==> src/rtl/swls_pkg.sv <==
package swls_pkg;

    // Field widths of the stream items
    localparam int LVL_W   = 16;
    localparam int COORD_W = 24;
    localparam int DIFF_W  = COORD_W + 1;
    localparam int DIST_W  = 25;
    localparam int FILL_W  = 7;

    // Squared distance and root widths
    localparam int SQ_W    = 2 * DIFF_W + 2;
    localparam int DIST_RW = SQ_W / 2;
    localparam int DEV_RW  = DIST_W;

    // Packed stream widths
    localparam int IN_TDATA_W  = 160;
    localparam int OUT_TDATA_W = 176;

    // One classified item as it travels from front to back
    typedef struct packed {
        logic signed [LVL_W-1:0] level;
        logic [DIST_W-1:0]       distance;
        logic                    pos_valid;
    } t_entry;

    // Push side of the item queue
    typedef struct packed {
        logic   valid;
        t_entry entry;
    } t_handoff;

endpackage

==> src/rtl/swls_fifo.sv <==
module swls_fifo (
    input  logic               i_clk,
    input  logic               i_rst_n,
    input  swls_pkg::t_handoff i_push,
    output logic               o_full,
    input  logic               i_pop,
    output logic               o_empty,
    output swls_pkg::t_entry   o_head
);

    swls_pkg::t_entry r_mem [2];
    logic             r_wp;
    logic             r_rp;
    logic [1:0]       r_cnt;
    logic             wr;

    assign o_full  = (r_cnt == 2'd2);
    assign o_empty = (r_cnt == 2'd0);
    assign o_head  = r_mem[r_rp];
    assign wr      = i_push.valid && !o_full;

    // Two-entry queue between item front and statistics back
    always_ff @(posedge i_clk) begin
        if (!i_rst_n) begin
            r_wp  <= 1'b0;
            r_rp  <= 1'b0;
            r_cnt <= '0;
        end else begin
            if (wr) begin
                r_mem[r_wp] <= i_push.entry;
                r_wp        <= ~r_wp;
            end
            if (i_pop) begin
                r_rp <= ~r_rp;
            end
            r_cnt <= r_cnt + {1'b0, wr} - {1'b0, i_pop};
        end
    end

endmodule

==> config.mk <==
export PLATFORM = sky130hd
export DESIGN_NAME = swls_fifo
export DESIGN_NICKNAME = d
export VERILOG_FILES = /design/src/rtl/swls_pkg.sv /design/src/rtl/swls_fifo.sv
export SDC_FILE = /design/constraint.sdc
export NUM_CORES = 1
export LEC_CHECK = 0
export BUFFER_PORTS_ARGS = -buffer_cell sky130_fd_sc_hd__buf_2
export CAP_MARGIN = 20
export CORE_MARGIN = 2
export CORE_UTILIZATION = 35
export CTS_CLUSTER_DIAMETER = 30
export DETAILED_ROUTE_END_ITERATION = 8
export HOLD_SLACK_MARGIN = 0.05
export PLACE_DENSITY = 0.53
export SLEW_MARGIN = 5
export SYNTH_ARGS = -nofsm -noshare
export SYNTH_HDL_FRONTEND = slang
export SYNTH_SLANG_ARGS = --single-unit
==> constraint.sdc <==
create_clock -name i_clk -period 3.5 [get_ports i_clk]
set_input_delay 0.7 -clock i_clk [delete_from_list [all_inputs] [get_ports i_clk]]
set_output_delay 0.7 -clock i_clk [all_outputs]
set_load 0.02 [all_outputs]
==> metrics.md <==
| Metric | Value |
|---|---|
| Vias in the first global route | `1683` |
| CP max stage delay | `~0.74 ns` |
| Critical path endpoint category | `output pin` |
| Asr flop ratio synth | `0%` |
| Number of post-CTS setup repair buffers | `0` |
| Slowest CP cell | `dfxtp_2` |
| Initial drt markers | `30` |
| Layout Utilization | `a little over two fifths` |
| DRT Wirelength | `5.54 mm` |
| Post-route clock period utilization | `~74%` |
| Lkg Pwr | `between 0.0015 and 0.002 uW` |
| GRT Total Usage | `a little over a tenth` |
| ANT cells | `0` |
| Critical path class | `register to output pin` |
| Die area | `~0.011 mm^2` |
| Top cells by area, synth | `edfxtp_1 (73%), mux2_4 (17%), dfxtp_1 (2.9%)` |
| Tightest Pin Transition | `0.639 ns` |
| TritonCTS clock tree | `yes` |
| Final setup violation count | `0` |
| Area grow syn2layout | `22.0%` |
| Critical-path cell list | `buf_12 -> mux2_2 -> buf_2` |
| Share of layout cells above drive strength 1 | `between 50% and 60%` |
| R2r endpoint | `r_mem[1][6]` |
| Grt ovf | `0` |
| #FFs+latches synth | `89` |
| Largest net degree at the start of global routing | `43` |
| Ys flop type | `edfxtp_1` |
| CP max FO | `25` |
| Nets@finish | `between 300 and 400` |
| Starting Density | `between 30% and 40%` |
| Cells after Synth | `about 160` |
| Critical Path RT | `about 2.8 ns` |
| Initial antenna violation count | `0` |
| Post-DP HPWL | `around 3.6 mm` |
| Min Clock Period, post-route | `2.60 ns` |
| Hold Startpoint | `r_wp` |
| H-tree Lvls | `3` |
| Post-synth EDFFs | `between 80 and 90` |
| Top-area cell type share of the netlist area | `72.8%` |
| Via count | `roughly 1.6k` |
| Die H | `between 100 and 150 um` |
| Final Hold Viols | `0` |
| Critical path startpoint category | `register` |
| Max Slew Vio Count | `0` |
| CTS resizes | `0` |
| Count of unique library cells instantiated by Yosys | `17` |
| Run status | `finished clean` |
| Vias/cell | `roughly 4.2` |
| Critical path capture point | `o_head[0]` |
| Clock sinks | `between 80 and 90` |
| Unrepaired setup endpoints after global routing | `no` |
| Area leader, netlist | `edfxtp_1` |
| I/O pins | `90` |
| PortBufs | `89` |
| Max-cap violations | `0` |
| Reg2Reg Setup Slack | `1.78 ns` |
| Core area | `0.00968 mm^2` |
| Filler cells | `around 900` |
| Drt first pass iters | `4` |
| Worst Reg-to-Reg Cells | `4` |
| Post-synth net total | `roughly 200` |
| Synthesis warning total | `0` |
| Routability congestion estimate | `between 0.6 and 0.7` |
| Cts bufs inserted | `9` |
| Pwr Density | `569 mW/mm^2` |
| # DRC | `0` |
| First-pass GRT wire length | `around 8.5 mm` |
| Slew HR | `approximately 57%` |
| Register area share after synthesis | `75.7%` |
| Peak VDD IR | `between 0.2 and 0.3 mV` |
| Syn Area/Cell | `22.2 um^2` |
| Post-Route Skew | `~0.0056 ns` |
| Achievable Freq | `0.384 GHz` |
| Hold Path Class | `register to register` |
| Critical R2R Launch | `r_cnt[0]` |
| WL per Instance | `between 10 and 15 um` |
| Hold buffers post-CTS | `0` |
| Maximum buffer depth of the clock tree | `2` |
| Post-DRT Antenna Nets | `0` |
| Die width | `between 100 and 150 um` |
| Row Count | `36` |
| WHS | `between 0.5 and 0.6 ns` |
| Arr. time, crit path | `roughly 1.9 ns` |
| CTS clk-pin slew, worst paths | `about 0.080 ns` |
| Clk_lat worst skew | `0.33 ns` |
| Final TNS setup | `0 ns` |
| Root Buffer Master | `clkbuf_8` |
| Synth Cell Area | `0.00347 mm^2` |
-- worst min path at each step --
stage / endpoint / slack [ns] / depth (start not counted)
2_1_floorplan: r_wp / 0.47 / 1
3_3_place_gp: r_wp / 0.51 / 2
3_5_place_dp: r_wp / 0.53 / 2
4_1_cts: r_mem[1][20] / 0.52 / 1
5_1_grt: r_mem[1][5] / 0.52 / 1
6_report: r_wp / 0.54 / 2
-- critical path: cells and delay by family (launching register included) --
kind                   cells  cell delay (ns)
DFF                        1             0.74
muxes                      1             0.35
buffers and inverters      2             0.46
-- where the power goes --
part / internal, uW / switching, uW / total, uW
Sequential: 1270 / 38.2 / 1310
Clock: 347 / 332 / 679
Combinational: 194 / 228 / 422
Total: 1810 / 598 / 2410
-- logic make-up after synthesis --
family          synth area share, %
xor+xnor                      0.758
fa+ha+maj                     0.722
mux                            18.0
buf+inv                        2.96
compound gates                0.181
simple gates                   1.73
flops                          75.7
-- sequential cells by signal, summed over array words and instances (netlist names), named ones only --
register / count
r_mem: 84
r_cnt: 2
r_rp: 1
r_wp: 1
-- through the flow --
stage               cells  cell area [um^2]  worst slack (ns)  power (uW)
global placement      376              4030              1.22        1760
floorplan             156              3470             0.500        1640
detailed placement    376              4030              1.21        1760
finish                392              4230             0.896        2410
CTS                   392              4230             0.831        2450
global route          392              4230             0.792        2530
-- synthesized netlist by cell type (2+ instances only) --
cell,number
and2_1,5
xnor2_1,2
mux2_2,2
inv_1,3
buf_12,4
nor2_1,2
ha_1,2
dfxtp_1,5
mux2_4,40
edfxtp_1,84
-- placed cells by master (no fill, tap or decap), types with 2 or more instances in the layout --
cell type,instances
ha_1,2
mux2_4,40
inv_1,3
mux2_2,2
clkbuf_8,10
clkinvlp_4,2
buf_2,89
buf_4,2
dfxtp_1,4
clkinv_2,2
edfxtp_1,84
xnor2_1,2
and2_1,5
-- routing by layer --
metal  part of all wire [%]  track usage, %  wire length, um  vias up
met1                     43            12.0             2360      804
li1                       -               -                -      796
met2                     52            17.8             2860       44
met5                      0               0                0        -
met4                    1.2            5.50               64        0
met3                    4.5            3.15              249        4
-- area by class of cell --
class	instances	area [um^2]	area share, %
flip-flops and latches	89	2620	62.1
multi-input cells	59	749	17.7
well taps	133	166	3.94
repair buffers	92	480	11.4
inverters	3	11.3	0.266
clock buffers	11	141	3.34
clock inverters	5	55.1	1.30
(Power assumes the default switching activity.)
