--- config.mk ---
export PLATFORM = sky130hd
export DESIGN_NAME = swls_front
export DESIGN_NICKNAME = d
export VERILOG_FILES = /design/src/rtl/swls_pkg.sv /design/src/rtl/swls_isqrt.sv /design/src/rtl/swls_front.sv
export SDC_FILE = /design/constraint.sdc
export NUM_CORES = 2
export LEC_CHECK = 0
export ABC_CLOCK_PERIOD_IN_PS = 10500
export BUFFER_PORTS_ARGS = -buffer_cell sky130_fd_sc_hd__buf_2
export CORE_MARGIN = 2
export CORE_UTILIZATION = 55
export CTS_CLUSTER_SIZE = 28
export DETAILED_ROUTE_END_ITERATION = 8
export GPL_TIMING_DRIVEN = 0
export PLACE_DENSITY_LB_ADDON = 0.12
export SLEW_MARGIN = 40
export SYNTH_ARGS = -nofsm -noshare
export SYNTH_HDL_FRONTEND = slang
export SYNTH_HIERARCHICAL = 1
export SYNTH_SLANG_ARGS = --single-unit
--- constraint.sdc ---
create_clock -name i_clk -period 10.5 [get_ports i_clk]
set_clock_uncertainty 0.2 [all_clocks]
set_input_delay 1.575 -clock i_clk [delete_from_list [all_inputs] [get_ports i_clk]]
set_output_delay 1.575 -clock i_clk [all_outputs]
set_load 0.02 [all_outputs]
--- src/rtl/swls_pkg.sv ---
package swls_pkg;

    // Field widths of the stream items
    localparam int LVL_W   = 16;
    localparam int COORD_W = 24;
    localparam int DIFF_W  = COORD_W + 1;
    localparam int DIST_W  = 25;
    localparam int FILL_W  = 7;

    // Squared distance and root widths
    localparam int SQ_W    = 2 * DIFF_W + 2;
    localparam int DIST_RW = SQ_W / 2;
    localparam int DEV_RW  = DIST_W;

    // Packed stream widths
    localparam int IN_TDATA_W  = 160;
    localparam int OUT_TDATA_W = 176;

    // One classified item as it travels from front to back
    typedef struct packed {
        logic signed [LVL_W-1:0] level;
        logic [DIST_W-1:0]       distance;
        logic                    pos_valid;
    } t_entry;

    // Push side of the item queue
    typedef struct packed {
        logic   valid;
        t_entry entry;
    } t_handoff;

endpackage

--- src/rtl/swls_isqrt.sv ---
module swls_isqrt #(
    parameter int RW = 25
) (
    input  logic            i_clk,
    input  logic            i_rst_n,
    input  logic            i_start,
    input  logic [2*RW-1:0] i_radicand,
    output logic            o_done,
    output logic [RW-1:0]   o_root
);

    localparam int CW = $clog2(RW + 1);

    logic            r_busy;
    logic            r_done;
    logic [CW-1:0]   r_cnt;
    logic [2*RW-1:0] r_rad;
    logic [RW+1:0]   r_rem;
    logic [RW-1:0]   r_root;
    logic [RW+3:0]   cur;
    logic [RW+3:0]   trial;
    logic [RW+3:0]   diff;
    logic            ge;

    // Digit-by-digit root: two radicand bits in, one root bit out
    always_comb begin
        cur   = {r_rem, r_rad[2*RW-1 -: 2]};
        trial = {2'b00, r_root, 2'b01};
        diff  = cur - trial;
        ge    = (cur >= trial);
    end

    always_ff @(posedge i_clk) begin
        if (!i_rst_n) begin
            r_busy <= 1'b0;
            r_done <= 1'b0;
            r_cnt  <= '0;
        end else begin
            r_done <= 1'b0;
            if (i_start) begin
                r_rad  <= i_radicand;
                r_rem  <= '0;
                r_root <= '0;
                r_cnt  <= CW'(RW);
                r_busy <= 1'b1;
            end else if (r_busy) begin
                r_rad  <= {r_rad[2*RW-3:0], 2'b00};
                r_rem  <= ge ? diff[RW+1:0] : cur[RW+1:0];
                r_root <= {r_root[RW-2:0], ge};
                r_cnt  <= r_cnt - 1'b1;
                if (r_cnt == CW'(1)) begin
                    r_busy <= 1'b0;
                    r_done <= 1'b1;
                end
            end
        end
    end

    assign o_done = r_done;
    assign o_root = r_root;

endmodule

--- src/rtl/swls_front.sv ---
module swls_front (
    input  logic                                i_clk,
    input  logic                                i_rst_n,
    input  logic                                i_tvalid,
    output logic                                o_tready,
    input  logic [swls_pkg::IN_TDATA_W-1:0]     i_tdata,
    input  logic                                i_tuser,
    output swls_pkg::t_handoff                  o_push,
    input  logic                                i_full
);

    typedef enum logic [1:0] {F_IDLE, F_SQ, F_ROOT, F_PUSH} t_fstate;

    t_fstate                                  r_state;
    logic signed [swls_pkg::LVL_W-1:0]        r_level;
    logic                                     r_pv;
    logic signed [swls_pkg::DIFF_W-1:0]       r_dx;
    logic signed [swls_pkg::DIFF_W-1:0]       r_dy;
    logic signed [swls_pkg::DIFF_W-1:0]       r_dz;
    logic [1:0]                               r_k;
    logic [2*swls_pkg::DIFF_W-1:0]            r_prod;
    logic                                     r_prod_v;
    logic [swls_pkg::SQ_W-1:0]                r_acc;
    logic                                     r_launch;
    logic [swls_pkg::DIST_W-1:0]              r_dist;

    logic signed [swls_pkg::DIFF_W-1:0]       sel_d;
    logic signed [2*swls_pkg::DIFF_W-1:0]     sq;
    logic                                     root_start;
    logic                                     root_done;
    logic [swls_pkg::DIST_RW-1:0]             root;
    logic signed [swls_pkg::DIFF_W-1:0]       n_dx;
    logic signed [swls_pkg::DIFF_W-1:0]       n_dy;
    logic signed [swls_pkg::DIFF_W-1:0]       n_dz;

    // Coordinate differences, sign extended by one bit
    always_comb begin
        n_dx = $signed({i_tdata[39], i_tdata[39:16]})
             - $signed({i_tdata[111], i_tdata[111:88]});
        n_dy = $signed({i_tdata[63], i_tdata[63:40]})
             - $signed({i_tdata[135], i_tdata[135:112]});
        n_dz = $signed({i_tdata[87], i_tdata[87:64]})
             - $signed({i_tdata[159], i_tdata[159:136]});
    end

    // One square per cycle through a shared multiplier
    always_comb begin
        case (r_k)
            2'd0:    sel_d = r_dx;
            2'd1:    sel_d = r_dy;
            default: sel_d = r_dz;
        endcase
        sq = sel_d * sel_d;
    end

    assign root_start = (r_state == F_ROOT) && !r_launch;
    assign o_tready   = (r_state == F_IDLE);

    swls_isqrt #(.RW(swls_pkg::DIST_RW)) u_root (
        .i_clk      (i_clk),
        .i_rst_n    (i_rst_n),
        .i_start    (root_start),
        .i_radicand (r_acc),
        .o_done     (root_done),
        .o_root     (root)
    );

    always_ff @(posedge i_clk) begin
        if (!i_rst_n) begin
            r_state  <= F_IDLE;
            r_launch <= 1'b0;
            r_prod_v <= 1'b0;
            r_k      <= '0;
        end else begin
            unique case (r_state)
                F_IDLE: begin
                    if (i_tvalid) begin
                        r_level  <= $signed(i_tdata[15:0]);
                        r_pv     <= i_tuser;
                        r_dx     <= n_dx;
                        r_dy     <= n_dy;
                        r_dz     <= n_dz;
                        r_k      <= '0;
                        r_prod_v <= 1'b0;
                        r_acc    <= '0;
                        r_state  <= i_tuser ? F_SQ : F_PUSH;
                    end
                end
                F_SQ: begin
                    r_prod   <= $unsigned(sq);
                    r_prod_v <= (r_k != 2'd3);
                    if (r_prod_v) begin
                        r_acc <= r_acc + swls_pkg::SQ_W'(r_prod);
                    end
                    r_k <= r_k + 1'b1;
                    if (r_k == 2'd3) begin
                        r_state <= F_ROOT;
                    end
                end
                F_ROOT: begin
                    if (!r_launch) begin
                        r_launch <= 1'b1;
                    end else if (root_done) begin
                        r_launch <= 1'b0;
                        r_dist   <= root[swls_pkg::DIST_W-1:0];
                        r_state  <= F_PUSH;
                    end
                end
                F_PUSH: begin
                    if (!i_full) begin
                        r_state <= F_IDLE;
                    end
                end
                default: r_state <= F_IDLE;
            endcase
        end
    end

    always_comb begin
        o_push.valid              = (r_state == F_PUSH);
        o_push.entry.level        = r_level;
        o_push.entry.distance     = r_dist;
        o_push.entry.pos_valid    = r_pv;
    end

endmodule

==> metrics <==
crit path max-delay cell type=a21oi_2; Post-DP Area=0.0428 sq mm; Num CTS Buffers=39; reg2reg path depth=31; Synth Flop Type=edfxtp_1; row count=99; Final Hold Fails=0; share of layout cells above drive strength 1=0.106; DRT antenna net count=0; Sink Count=337; Synth async-reset ratio=0; Die Wd=275 um; setup ws final=0.306 ns; Ports=209; Critical Path Max Stage Delay=0.70 ns; commonest non-fill, non-tap cell in the layout=inv_1; CORE AREA=0.0727 sq mm; hold path endpoint=r_dist[4]$_DFFE_PP_; CTS tree=yes; Rel. slew slack=0.364; average cell area after synthesis=10.1 sq um; Core Util, Final=0.608; synth unique cells=105; Worst setup EP type=flop; Reg clk slew, reported paths=0.06 ns; reg2reg start=r_k[0]$_SDFFE_PN0P_; CP startpoint kind=flop; r2r setup slk=0.31 ns; initial antenna violation count=1; cell mode on critical path=fa_1; clk root buf=clkbuf_16; Mapped Area=0.0403 sq mm; max-cap viol count=0; CTS Buffer Depth=3; most frequent cells in the layout=inv_1 (876), fa_1 (609), edfxtp_1 (324); DP HPWL=80900 um; Via Count=28500; HP Class=flop to flop; Finished Cell Area=0.0442 sq mm; first-pass GRT wire length=158000 um; Remaining Overflow, GRT=0; # diodes=0; nets@finish=5331; Seq/Total Area, Yosys=0.248; TritonRoute pass-1 iters=5; largest net degree at the start of global routing=47; Post-CTS Hold Buffers=0; detailed-route DRC error count=0; routability cong.=0.960; vias in the first global route=30000; hold path depth=0; gr usage total=0.270; Synth Net Count=5072; P&R area growth vs syn=9.76%; crit path time final=10.19 ns; Hold Startpoint=u_root/o_root[4]$_SDFFCE_PP0P_; final hold slack=0.236 ns; arrival time worst endpoint=10.26 ns; Synth Instances=3989; Final Max Slew Viols=0; final setup vio count=0; drt wl/cell=18.6 um; #FFs+latches synth=337; worst-margin pin slew=0.953 ns; reg-to-reg endpoint=r_prod[49]$_DFFE_PP_; period utilization=0.971; critical path peak fanout=10; critical path required time=10.57 ns; die area=0.0755 sq mm; status=completed; DR WL met2=46500 um; Post-Route WL=97500 um; Setup CP Type=flop to flop; pre-CTS setup slack=-0.729 ns; number of flops mapped to enable cells by yosys=324; Die Ht=275 um; # port buffers=208; Starting DRT DRC Count=1824; met1 WL=41400 um; initial core utilization=0.554; met3 WL post-DR=6540 um; CTS H-tree depth=2; synth warn=6; Via density=5.45; worst-skew pair later-pin latency=0.56 ns; uppermost routed layer=met5; Max Fclk=98.1 MHz
==> worst max path at each step <==
stage	from	to	slack, ns	cells after the start
5_1_grt	r_k[0]$_SDFFE_PN0P_	r_prod[47]$_DFFE_PP_	-0.008	31
3_5_place_dp	r_k[0]$_SDFFE_PN0P_	r_prod[48]$_DFFE_PP_	-0.73	31
2_1_floorplan	r_k[0]$_SDFFE_PN0P_	r_prod[49]$_DFFE_PP_	1.85	30
4_1_cts	r_k[0]$_SDFFE_PN0P_	r_prod[49]$_DFFE_PP_	0.08	32
3_3_place_gp	r_k[0]$_SDFFE_PN0P_	r_prod[48]$_DFFE_PP_	-0.70	34
6_report	r_k[0]$_SDFFE_PN0P_	r_prod[49]$_DFFE_PP_	0.31	31
==> stage by stage <==
step	TNS, ns	std cells
floorplan	0	3989
global placement	-5.65	5156
detailed placement	-6.80	5167
CTS	0	5236
global route	-0.00835	5236
finish	0	5236
==> synthesized netlist by cell type, drive strengths merged (7+ instances only) <==
cell | count | area [sq um]
or3b | 19 | 166
nand3 | 32 | 165
a22oi | 13 | 97.6
o31ai | 14 | 165
nand2b | 21 | 131
a31o | 9 | 78.8
ha | 308 | 3850
o21ai | 105 | 529
fa | 610 | 12200
edfxtp | 324 | 9730
nand2 | 324 | 1220
o21bai | 20 | 154
nand4 | 15 | 93.8
or2 | 9 | 56.3
a211oi | 21 | 178
or3 | 15 | 98.8
a41oi | 8 | 96.4
o21a | 33 | 248
xor2 | 64 | 561
a2111oi | 7 | 87.6
o22ai | 7 | 43.8
xnor2 | 116 | 1020
a31oi | 22 | 138
dfxtp | 13 | 260
nor4 | 7 | 43.8
a21boi | 15 | 113
nor2 | 304 | 1150
mux2 | 51 | 574
nor3 | 49 | 262
and3 | 23 | 146
o211ai | 7 | 57.6
and2 | 23 | 144
buf | 25 | 124
a21o | 112 | 846
clkbuf | 81 | 324
a22o | 13 | 114
inv | 878 | 3300
nor2b | 23 | 151
a21oi | 171 | 867
clkinv | 8 | 30.0
==> kinds of logic after synthesis <==
logic type / Yosys count / share of synthesized area
AO/OA/AOI/OAI: 622 / 0.106
XOR/XNOR: 180 / 0.0391
adder cells (fa/ha/maj): 918 / 0.399
buffers and inverters: 992 / 0.0936
flip-flops: 337 / 0.248
multiplexers: 56 / 0.0155
AND/OR/NAND/NOR: 884 / 0.0992
==> sequential cells by signal, summed over array words and instances (netlist names), 2 cells and up <==
register and flops:
r_dy 25, r_acc 52, u_root/r_rem 28, r_dx 25, r_dist 25, u_root/o_root 26, r_state 2, u_root/r_cnt 5
r_k 2, r_dz 25, u_root/r_rad 52, r_prod 49, r_level 16
==> worst max-delay path: cells and delay by family, from the launching register on <==
| kind | cells | cell delay [ns] |
|---|---|---|
| buffers and inverters | 9 | 1.91 |
| adders and majority gates | 9 | 4.19 |
| and+or+nand+nor | 5 | 0.88 |
| AOI/OAI and AO/OA | 8 | 2.30 |
| DFF | 1 | 0.39 |
==> layer usage <==
metal | vias to the layer above | GRT usage
met4 | 2 | 0.0801
met2 | 913 | 0.458
met3 | 190 | 0.0405
met1 | 14100 | 0.360
met5 | - | 0
li1 | 13400 | -
==> cell type report <==
cell class / count / area, sq um
Clock buffer: 50 / 1110
Multi-Input combinational cell: 2660 / 26600
Clock inverter: 20 / 229
Tap cell: 959 / 1200
Fill cell: 6170 / 28500
Sequential cell: 337 / 9990
Inverter: 886 / 3340
Timing Repair Buffer: 222 / 1270
Buffer: 102 / 470
==> repair_timing <==
action,CTS,global route
resized for setup,13,43
setup endpoints to repair,20,10
pin swaps,0,0
buffers inserted,0,3
Power is not shown: default switching activity piles up to over one toggle a cycle in this logic, so the estimate is an artifact.
